==> config.mk <==
export PLATFORM = sky130hd
export DESIGN_NAME = pointer_event_queue_flat
export DESIGN_NICKNAME = d
export VERILOG_FILES = /design/src/rtl/pev_pkg.sv /design/src/rtl/pev_if.sv /design/src/rtl/pointer_event_queue.sv /design/src/rtl/pev_ram.sv /design/src/flat_wrapper.sv
export VERILOG_INCLUDE_DIRS = /design/src /design/src/rtl
export SDC_FILE = /design/constraint.sdc
export NUM_CORES = 1
export LEC_CHECK = 0
export BUFFER_PORTS_ARGS = -buffer_cell sky130_fd_sc_hd__buf_2
export CAP_MARGIN = 15
export CORE_MARGIN = 5
export CORE_UTILIZATION = 65
export DETAILED_ROUTE_END_ITERATION = 8
export PLACE_DENSITY = 0.83
export SLEW_MARGIN = 10
export SYNTH_ARGS = -nofsm -noshare
export SYNTH_HDL_FRONTEND = slang
export SYNTH_SLANG_ARGS = --single-unit
export TNS_END_PERCENT = 50
==> constraint.sdc <==
create_clock -name clk_i -period 10.6 [get_ports clk_i]
set_input_delay 1.59 -clock clk_i [delete_from_list [all_inputs] [get_ports clk_i]]
set_output_delay 1.59 -clock clk_i [all_outputs]
set_load 0.005 [all_outputs]
==> src/rtl/assert_macros.svh <==
// ----------------------------------------------------------------------------
// Assertion macros for the RTL files that check their own logic.
// ----------------------------------------------------------------------------
`ifndef ASSERT_MACROS_SVH
`define ASSERT_MACROS_SVH

// Clocked property, switched off while reset is asserted.
`define ASSERT_CLK(label, prop, msg) \
  label: assert property (@(posedge clk_i) disable iff (!rst_ni) (prop)) else $error(msg);

// Condition that must never be seen at a clock edge.
`define ASSERT_NEVER(label, cond, msg) \
  `ASSERT_CLK(label, !(cond), msg)

`endif

==> src/rtl/pev_pkg.sv <==
// ----------------------------------------------------------------------------
// pev_pkg
// Types and opcodes of the pointer event queue.
// ----------------------------------------------------------------------------
`default_nettype none

package pev_pkg;

  localparam logic OP_TRACK   = 1'b0;
  localparam logic OP_CONSUME = 1'b1;

  // Input item of the request channel.
  typedef struct packed {
    logic               opcode;
    logic [7:0]         buttons;
    logic signed [15:0] pos_x;
    logic signed [15:0] pos_y;
    logic               is_delta;
    logic [31:0]        time_ms;
  } pev_in_t;

  // Result item of the event channel.
  typedef struct packed {
    logic signed [15:0] out_x;
    logic signed [15:0] out_y;
    logic [7:0]         out_buttons;
    logic [31:0]        out_time_ms;
    logic               had_update;
  } pev_out_t;

  // Pointer state, as held in the current registers and in the ring.
  typedef struct packed {
    logic [15:0] x;
    logic [15:0] y;
    logic [7:0]  buttons;
    logic [31:0] time_ms;
  } pev_evt_t;

endpackage

`default_nettype wire

==> src/rtl/pev_if.sv <==
// ----------------------------------------------------------------------------
// pev_if
// Valid/ready channels carrying pointer requests and consumed events.
// ----------------------------------------------------------------------------
`default_nettype none

interface pev_in_if import pev_pkg::*; ();
  logic    valid;
  logic    ready;
  pev_in_t data;

  modport source (output valid, output data, input ready);
  modport sink   (input valid, input data, output ready);
endinterface

interface pev_out_if import pev_pkg::*; ();
  logic     valid;
  logic     ready;
  pev_out_t data;

  modport source (output valid, output data, input ready);
  modport sink   (input valid, input data, output ready);
endinterface

`default_nettype wire

==> src/rtl/pointer_event_queue.sv <==
// ----------------------------------------------------------------------------
// pointer_event_queue: pointer state tracker with a ring of button events.
// Output: a consume transfer shows its event on the output in the next cycle.
// Throughput: 1 item per cycle while the single output slot is not stalled.
// Reset: async active low; state, indices and flags clear, ring not cleared.
// ----------------------------------------------------------------------------
`default_nettype none

`include "assert_macros.svh"

module pointer_event_queue import pev_pkg::*; #(
  parameter int QUEUE_DEPTH = 16
) (
  input wire logic  clk_i,
  input wire logic  rst_ni,
  pev_in_if.sink    in_if,
  pev_out_if.source out_if
);

  localparam int IdxW = $clog2(QUEUE_DEPTH);
  localparam logic [IdxW-1:0] IdxLast = IdxW'(QUEUE_DEPTH - 1);

  // --------------------------------------------------------------------------
  // State
  // --------------------------------------------------------------------------
  pev_evt_t        cur_q, cur_d;
  logic [IdxW-1:0] rd_idx_q, rd_idx_d;
  logic [IdxW-1:0] wr_idx_q, wr_idx_d;
  logic            full_q, full_d;
  logic            pend_q, pend_d;

  // Output stage: the snapshot of the current state and the flags of the
  // consume. Ring data arrives through the RAM read register in the same
  // cycle, so the final select sits after both registers.
  logic            out_valid_q, out_valid_d;
  logic            sel_ring_q, sel_ring_d;
  logic            had_q, had_d;
  pev_evt_t        snap_q, snap_d;

  // --------------------------------------------------------------------------
  // Handshake: a new transfer is taken whenever the output slot is empty or
  // is emptied in the same cycle.
  // --------------------------------------------------------------------------
  logic accept, trk, cons;

  assign in_if.ready = !out_valid_q || out_if.ready;
  assign accept      = in_if.valid && in_if.ready;
  assign trk         = accept && (in_if.data.opcode == OP_TRACK);
  assign cons        = accept && (in_if.data.opcode == OP_CONSUME);

  // --------------------------------------------------------------------------
  // Track path: relative moves wrap at 16 bits, an unchanged state is ignored.
  // --------------------------------------------------------------------------
  logic [15:0]     new_x, new_y;
  logic            same, upd, push;
  logic [IdxW-1:0] wr_next, rd_next;
  pev_evt_t        new_evt;

  always_comb begin
    if (in_if.data.is_delta) begin
      new_x = 16'(in_if.data.pos_x) + cur_q.x;
      new_y = 16'(in_if.data.pos_y) + cur_q.y;
    end else begin
      new_x = 16'(in_if.data.pos_x);
      new_y = 16'(in_if.data.pos_y);
    end
  end

  assign new_evt = '{x: new_x, y: new_y, buttons: in_if.data.buttons,
                     time_ms: in_if.data.time_ms};

  assign same = (new_x == cur_q.x) && (new_y == cur_q.y) &&
                (in_if.data.buttons == cur_q.buttons);
  assign upd  = trk && !same;
  // Only button changes go to the ring, and only while there is room.
  assign push = upd && !full_q && (in_if.data.buttons != cur_q.buttons);

  assign wr_next = (wr_idx_q == IdxLast) ? '0 : wr_idx_q + 1'b1;
  assign rd_next = (rd_idx_q == IdxLast) ? '0 : rd_idx_q + 1'b1;

  // --------------------------------------------------------------------------
  // Consume path: nothing pending leaves all state alone; otherwise both
  // flags clear and the oldest entry, if any, pops. A full ring has equal
  // indices, so it reads as empty here and its entries are dropped.
  // --------------------------------------------------------------------------
  logic pending, pop;

  assign pending = full_q || pend_q;
  assign pop     = cons && pending && (rd_idx_q != wr_idx_q);

  always_comb begin
    cur_d       = cur_q;
    rd_idx_d    = rd_idx_q;
    wr_idx_d    = wr_idx_q;
    full_d      = full_q;
    pend_d      = pend_q;
    out_valid_d = out_valid_q;
    sel_ring_d  = sel_ring_q;
    had_d       = had_q;
    snap_d      = snap_q;

    if (out_if.ready) begin
      out_valid_d = 1'b0;
    end

    if (upd) begin
      cur_d  = new_evt;
      pend_d = 1'b1;
    end
    if (push) begin
      wr_idx_d = wr_next;
      full_d   = (wr_next == rd_idx_q);
    end

    if (cons) begin
      full_d      = 1'b0;
      pend_d      = 1'b0;
      out_valid_d = 1'b1;
      sel_ring_d  = pop;
      had_d       = pending;
      snap_d      = cur_q;
    end
    if (pop) begin
      rd_idx_d = rd_next;
    end
  end

  always_ff @(posedge clk_i or negedge rst_ni) begin
    if (!rst_ni) begin
      cur_q       <= '0;
      rd_idx_q    <= '0;
      wr_idx_q    <= '0;
      full_q      <= 1'b0;
      pend_q      <= 1'b0;
      out_valid_q <= 1'b0;
      sel_ring_q  <= 1'b0;
      had_q       <= 1'b0;
    end else begin
      cur_q       <= cur_d;
      rd_idx_q    <= rd_idx_d;
      wr_idx_q    <= wr_idx_d;
      full_q      <= full_d;
      pend_q      <= pend_d;
      out_valid_q <= out_valid_d;
      sel_ring_q  <= sel_ring_d;
      had_q       <= had_d;
    end
  end

  // Snapshot is payload only.
  always_ff @(posedge clk_i) begin
    snap_q <= snap_d;
  end

  // --------------------------------------------------------------------------
  // Event ring. Reads are issued only by a pop, so the read register holds
  // its entry for as long as the output is stalled.
  // --------------------------------------------------------------------------
  logic [$bits(pev_evt_t)-1:0] ram_rdata;
  pev_evt_t                    ring_evt;
  pev_evt_t                    res_evt;

  pev_ram #(
    .WIDTH ($bits(pev_evt_t)),
    .DEPTH (QUEUE_DEPTH)
  ) u_ring (
    .clk_i   (clk_i),
    .we_i    (push),
    .waddr_i (wr_idx_q),
    .wdata_i (new_evt),
    .re_i    (pop),
    .raddr_i (rd_idx_q),
    .rdata_o (ram_rdata)
  );

  assign ring_evt = pev_evt_t'(ram_rdata);
  assign res_evt  = sel_ring_q ? ring_evt : snap_q;

  assign out_if.valid            = out_valid_q;
  assign out_if.data.out_x       = $signed(res_evt.x);
  assign out_if.data.out_y       = $signed(res_evt.y);
  assign out_if.data.out_buttons = res_evt.buttons;
  assign out_if.data.out_time_ms = res_evt.time_ms;
  assign out_if.data.had_update  = had_q;

  // --------------------------------------------------------------------------
  // Checks
  // --------------------------------------------------------------------------
  `ASSERT_CLK(a_full_idx_eq, full_q |-> (rd_idx_q == wr_idx_q), "full ring with unequal indices")
  `ASSERT_CLK(a_upd_pend, upd |=> pend_q, "state update did not mark pending")
  `ASSERT_CLK(a_cons_result, cons |=> (out_valid_q && (had_q == $past(pending))), "consume result lost")
  `ASSERT_NEVER(a_push_full, push && full_q, "push into a full ring")

endmodule

`default_nettype wire

==> src/rtl/pev_ram.sv <==
// ----------------------------------------------------------------------------
// pev_ram
// Simple dual-port RAM, one write and one registered read port.
// ----------------------------------------------------------------------------
`default_nettype none

module pev_ram #(
  parameter int WIDTH = 8,
  parameter int DEPTH = 16
) (
  input  wire logic                     clk_i,
  input  wire logic                     we_i,
  input  wire logic [$clog2(DEPTH)-1:0] waddr_i,
  input  wire logic [WIDTH-1:0]         wdata_i,
  input  wire logic                     re_i,
  input  wire logic [$clog2(DEPTH)-1:0] raddr_i,
  output logic      [WIDTH-1:0]         rdata_o
);

  logic [WIDTH-1:0] mem_q [DEPTH];
  logic [WIDTH-1:0] rdata_q;

  always_ff @(posedge clk_i) begin
    if (we_i) begin
      mem_q[waddr_i] <= wdata_i;
    end
    if (re_i) begin
      rdata_q <= mem_q[raddr_i];
    end
  end

  assign rdata_o = rdata_q;

endmodule

`default_nettype wire
==> src/flat_wrapper.sv <==
// flat-port wrapper written by rule: the top's interface ports become plain ports
module pointer_event_queue_flat import pev_pkg::*;
#(
  parameter int QUEUE_DEPTH = 16
)
  (clk_i, rst_ni, in_if_valid, in_if_data, in_if_ready, out_if_valid, out_if_data, out_if_ready);
  pev_in_if in_if_i ();
  pev_out_if out_if_i ();
  input wire logic clk_i;
  input wire logic rst_ni;
  input wire logic [$bits(in_if_i.valid)-1:0] in_if_valid;
  input wire logic [$bits(in_if_i.data)-1:0] in_if_data;
  output wire logic [$bits(in_if_i.ready)-1:0] in_if_ready;
  output wire logic [$bits(out_if_i.valid)-1:0] out_if_valid;
  output wire logic [$bits(out_if_i.data)-1:0] out_if_data;
  input wire logic [$bits(out_if_i.ready)-1:0] out_if_ready;
  assign in_if_i.valid = in_if_valid;
  assign in_if_i.data = in_if_data;
  assign in_if_ready = in_if_i.ready;
  assign out_if_valid = out_if_i.valid;
  assign out_if_data = out_if_i.data;
  assign out_if_i.ready = out_if_ready;
  pointer_event_queue #(.QUEUE_DEPTH(QUEUE_DEPTH)) u_core (.clk_i(clk_i), .rst_ni(rst_ni), .in_if(in_if_i), .out_if(out_if_i));
endmodule
# Yosys cells after proc, flatten, opt, wreduce, memory -nomap -nowiden
# Memories as Yosys holds them, arrays and structs flattened. A register that Yosys moved wholly into a read port is not among the register bits.
# Index checks and enable logic that the tools add are counted.
# word_totals
register_bits,157
ramBits,1152
in_bits,78
output_inout_bits,75
elab_cells,60
mem_count,1
# classes
add_sub_neg,4
eq_ne,8
muxes,13
bitwise,1
reduce_logical,18
# mem_list
name,words,width,rd,rd_clocked_by_memory_dff,write_ports,line,text
u_core.u_ring.mem_q,16,72,1,1,1,pev_ram.sv:20,logic [WIDTH-1:0] mem_q [DEPTH];
# ops
operator,count
$mux 72,1
$add 16x16->16,2
$eq 16x16->1,2
$mux 16,2
$logic_and 1x1->1,10
$add 4x1->4 const B,2
$eq 4x4->1 const B,2
$eq 8x8->1,1
$mux 1,8
$mux 4,2
$ne 8x8->1,1
$reduce_bool 2->1,3
$eq 4x4->1,1
$ne 4x4->1,1
$logic_not 1->1,3
$logic_or 1x1->1,2
$not 1->1,1

# Longest topological paths before layout
# logic_depth
depth_word,11
depth_mapped,12
ltp_nobuf,11

# By module
# A second synthesis with hierarchy kept.
# unflattened
hier_cells,2646
hier_area_um2,54800.1
# by_module_without_submodules
module,n_inst,cells_per_inst,area_each_um2,seq_area_each_um2
pev_ram,1,1850,45270.9,36755.3
pointer_event_queue,1,796,9529.1,4289.1

# Worst setup path after synthesis
# No wires, ideal clock.
# synth_timing
kind,in2reg
from,in out_if_ready
to,reg u_core.rd_idx_q[0]
setup_ps,91
arrival_ps,8053
required_time_ps,10509
setup_slack_ps,2455
stages,4
path_buffers,0
cell_sequence,nand2b_1 > nand3_1 > nor3_1 > mux2_2
# synth_via
elab_chain_cells,5
# synth_rtl
element,line,text
"start, declared",flat_wrapper.sv:16,input wire logic [$bits(out_if_i.ready)-1:0] out_if_ready;
$logic_or 1x1->1,pointer_event_queue.sv:46,assign in_if.ready = !out_valid_q || out_if.ready;
$logic_and 1x1->1,pointer_event_queue.sv:47,assign accept = in_if.valid && in_if.ready;
$logic_and 1x1->1,pointer_event_queue.sv:49,assign cons = accept && (in_if.data.opcode == OP_CONSUME);
$logic_and 1x1->1 (2 in series),pointer_event_queue.sv:89,assign pop = cons && pending && (rd_idx_q != wr_idx_q);
net u_core.pop,pointer_event_queue.sv:86,"logic pending, pop;"
"end signal, assigned",pointer_event_queue.sv:140,rd_idx_q <= rd_idx_d;
"end, declared",pointer_event_queue.sv:27,"logic [IdxW-1:0] rd_idx_q, rd_idx_d;"
# The timed path passes the listed nets, and every way through them passes these cells.
# A chain may end at the register's enable or synchronous reset.

# Worst setup path in the final report
# layout_timing
from,in in_if_data[32]
to,reg u_core.cur_q[5] (netlist name)
# layout_via
elab_chain_cells,6
word_cells_on_any_way,8
cone_classes,2 x eq/ne; 2 x mux; 4 x reduce/logical
# layout_rtl
element,line,text
"start, declared",flat_wrapper.sv:12,input wire logic [$bits(in_if_i.data)-1:0] in_if_data;
$mux 16,pointer_event_queue.sv:60,if (in_if.data.is_delta) begin
net u_core.new_y[3],pointer_event_queue.sv:54,"logic [15:0] new_x, new_y;"
$eq 16x16->1,pointer_event_queue.sv:72,assign same = (new_x == cur_q.x) && (new_y == cur_q.y) &&
$logic_and 1x1->1 (2 in series),pointer_event_queue.sv:72,
$logic_not 1->1,pointer_event_queue.sv:74,assign upd = trk && !same;
$logic_and 1x1->1,pointer_event_queue.sv:74,
"end signal, assigned",pointer_event_queue.sv:139,cur_q <= cur_d;
"end, declared",pointer_event_queue.sv:26,"pev_evt_t cur_q, cur_d;"
# The timed path passes the listed nets, and every way through them passes these cells.

==> results_dict.tcl <==
set metrics [dict create \
    fp.dieW_um 302.8 \
    cts_resized 0 \
    synth.distinct_cells 79 \
    overflow 0 \
    cp-start-kind "input pin" \
    synth_top_cell_area_share_pct 69.83 \
    drive_above_1_share_pct 22.55 \
    reg2reg_depth 12 \
    setup_viol 0 \
    grt_antenna_before_repair 9 \
    ys_ff_latch 1381 \
    tightest_slew_ns 1.188 \
    start_util_pct 65.45 \
    yosysSeqAreaShare_pct 73.65 \
    synth.yosys.warnings 0 \
    layout_common_cells "edfxtp_1 (1296), mux2i_1 (218), mux2_2 (173)" \
    grt_pass1_vias 31565 \
    synth_area_per_cell_um2 18.27 \
    whs_path_depth 0 \
    clock_latency_ns 0.71 \
    clk_pin_slew_worst_paths_ns 0.06 \
    ctsHoldBuffers 0 \
    layout_commonest_cell "edfxtp_1" \
    wl_um 139700 \
    end_kind "register" \
    ir_drop_v 0.0002720 \
    vias_per_cell 6.868 \
    rsz0062_at_grt "false" \
    ys_top_cells_by_area "edfxtp_1 (70%), mux4_2 (5.8%), mux2i_1 (3.9%), dfrtp_1 (3.8%), mux2_2 (3.5%)" \
    arrival_ns 6.00 \
    stdcell_count 4479 \
    io_buffers 152 \
    grt_pass1_wl_um 203500 \
    cts.sinks 1381 \
    hpwlAfterDp_um 72430 \
    hold_violations 0 \
    min_period_ns 5.441 \
    period_share_pct 51.33 \
    drc 0 \
    grt_max_degree 137 \
    wl_per_cell_um 31.19 \
    cts_tree "yes" \
    fmax_mhz 183.8 \
    power_mw 17.05 \
    dieArea_um2 91690 \
    yosys.area.top_type "edfxtp_1" \
    p_leak_nw 20.96 \
    vias 30763 \
    hold_class "register to register" \
    power_density_nw_per_um2 274.6 \
    coreArea_um2 85150 \
    syn_nets 3166 \
    use_met2_pct 48.90 \
    ys_dominant_reg_cell "edfxtp_1" \
    placed_cells 4227 \
    place_congestion 0.9292 \
    use_met3_pct 7.156 \
    first_iter_violations 4326 \
    slew-limit-headroom_pct 20.21 \
    cts.root.buffer_cell "clkbuf_16" \
    async_flop_share_pct 6.155 \
    synth-edff-count 1296 \
    slew_viol_final 0 \
    crit_type "input pin to register" \
    hp-start "u_core.cur_q[9]$_DFFE_PN0P_" \
    syn_inst 3051 \
    cp_max_fo 58 \
    cap_violations 0 \
    nets 3337 \
    drtPass1Iterations 6 \
    r2r_start "u_core.cur_q[56]$_DFFE_PN0P_" \
    hold_end "u_core.snap_q[9]$_DFFE_PP_" \
    syn_area_um2 55730 \
    cts.path.max_buffers 3 \
    gr-max-usage-layer "met2" \
    finClkSkew_ns 0.03198 \
    fp-row-count 107 \
    syn_to_final_growth_pct 11.42 \
    grtUsageTotal_pct 30.71 \
    outcome "complete, no violations" \
    io_pins 153 \
    numCtsBuffers 135 \
    ant_nets 0 \
    cts_setup_buffers 0 \
    required_ns 11.16 \
    gr-usage-met1_pct 42.58 \
    r2r-end "u_core.cur_q[5]$_DFFE_PN0P_" \
    finalSetupTns_ns 0 \
    r2r_slack_ns 5.84 \
    cts_max_level 4 \
    die_h_um 302.8 \
]
[final cells by class]
cell class / count / area, um^2
Multi-Input combinational cell: 1492 / 14040
Fill cell: 4948 / 23050
Clock inverter: 63 / 626.9
Sequential cell: 1381 / 41060
Clock buffer: 182 / 3727
Timing Repair Buffer: 197 / 1134
Tap cell: 1144 / 1431
Antenna cell: 5 / 12.51
Inverter: 15 / 57.56
[flip-flops by register name, indices dropped and copies added, names as in the netlist]
signal / cells
u_core.pend_q: 1
u_core.cur_q: 72
u_core.full_q: 1
u_core.u_ring.rdata_o: 72
u_core.had_q: 1
u_core.u_ring.mem_q: 1152
u_core.snap_q: 72
u_core.rd_idx_q: 4
u_core.sel_ring_q: 1
u_core.out_if.valid: 1
u_core.wr_idx_q: 4
[power by group]
group | total (mW) | internal (mW) | switching [mW]
sequential | 7.26 | 6.83 | 0.429
combinational | 5.08 | 2.01 | 3.06
clock | 4.72 | 2.73 | 1.99
[per-layer routing]
layer  routed length [um]  share of wire (%)
met5                   27              0.019
met1                52390                 37
met3                15240                 11
met2                67550                 48
met4                 4513                3.2
[worst max-delay path, stage by stage]
cell and delay (ns):
buf_2 0.08, buf_4 0.57, inv_2 0.37, a221oi_1 0.41
o311ai_2 0.43, xnor2_1 0.34, nand4_1 0.16, nor4_1 0.35
nand3_1 0.17, o31ai_4 0.27, buf_4 0.72, mux2_1 0.42
[worst max-delay path by stage]
stage / cells past startpoint / startpoint / slack [ns] / end
global placement: 12 / in_if_data[32] / 4.61 / u_core.cur_q[71]$_DFFE_PN0P_
CTS: 12 / in_if_data[32] / 5.27 / u_core.cur_q[5]$_DFFE_PN0P_
floorplan: 4 / out_if_ready / 2.46 / u_core.rd_idx_q[0]$_DFFE_PN0P_
finish: 12 / in_if_data[32] / 5.16 / u_core.cur_q[5]$_DFFE_PN0P_
global route: 12 / in_if_data[32] / 4.95 / u_core.cur_q[5]$_DFFE_PN0P_
detailed placement: 12 / in_if_data[32] / 4.57 / u_core.cur_q[23]$_DFFE_PN0P_
[Yosys cell counts, types with 3 or more instances]
| cell type | instances |
|---|---|
| clkbuf_1 | 117 |
| o32ai_1 | 3 |
| o21a_1 | 3 |
| and2_1 | 11 |
| nand4_1 | 9 |
| mux2i_1 | 218 |
| a21oi_1 | 110 |
| and4_1 | 4 |
| or3_1 | 3 |
| nor2b_1 | 7 |
| xor2_1 | 50 |
| buf_2 | 7 |
| a41oi_1 | 4 |
| mux2_1 | 69 |
| a22oi_1 | 72 |
| o21bai_1 | 3 |
| a221oi_1 | 75 |
| o211ai_1 | 12 |
| a211oi_1 | 11 |
| nand2_1 | 121 |
| a21o_1 | 9 |
| buf_6 | 7 |
| xnor2_1 | 40 |
| a31oi_1 | 6 |
| o21ai_0 | 165 |
| dfrtp_1 | 85 |
| mux4_2 | 144 |
| nand3_1 | 16 |
| ha_1 | 35 |
| and3_1 | 4 |
| nor3_1 | 13 |
| nor4_1 | 10 |
| buf_1 | 31 |
| edfxtp_1 | 1296 |
| inv_1 | 14 |
| nor2_1 | 29 |
| mux2_2 | 173 |
| nand2b_1 | 9 |
[logic make-up after synthesis]
kind of cell             count (synthesis)  share of synthesized area (%)
AND/OR/NAND/NOR                        251                          2.167
buffers and inverters                  178                          1.316
adder cells (fa/ha/maj)                 37                         0.8577
multiplexers                           604                          14.63
AO/OA/AOI/OAI                          509                          5.927
flip-flops                            1381                          73.65
XOR/XNOR                                91                          1.457
[metrics by stage]
step | hold slack (ns) | worst slack, ns | instance area (um^2) | utilization (%)
global route | 0.4570 | 4.951 | 62090 | 72.93
global placement | 0.4295 | 4.614 | 57700 | 67.76
floorplan | 0.4210 | 2.455 | 55730 | -
detailed placement | 0.4303 | 4.572 | 57700 | 67.76
CTS | 0.4442 | 5.268 | 62050 | 72.88
finish | 0.4480 | 5.159 | 62090 | 72.93
Note: power is estimated with default switching activity, not from simulation.
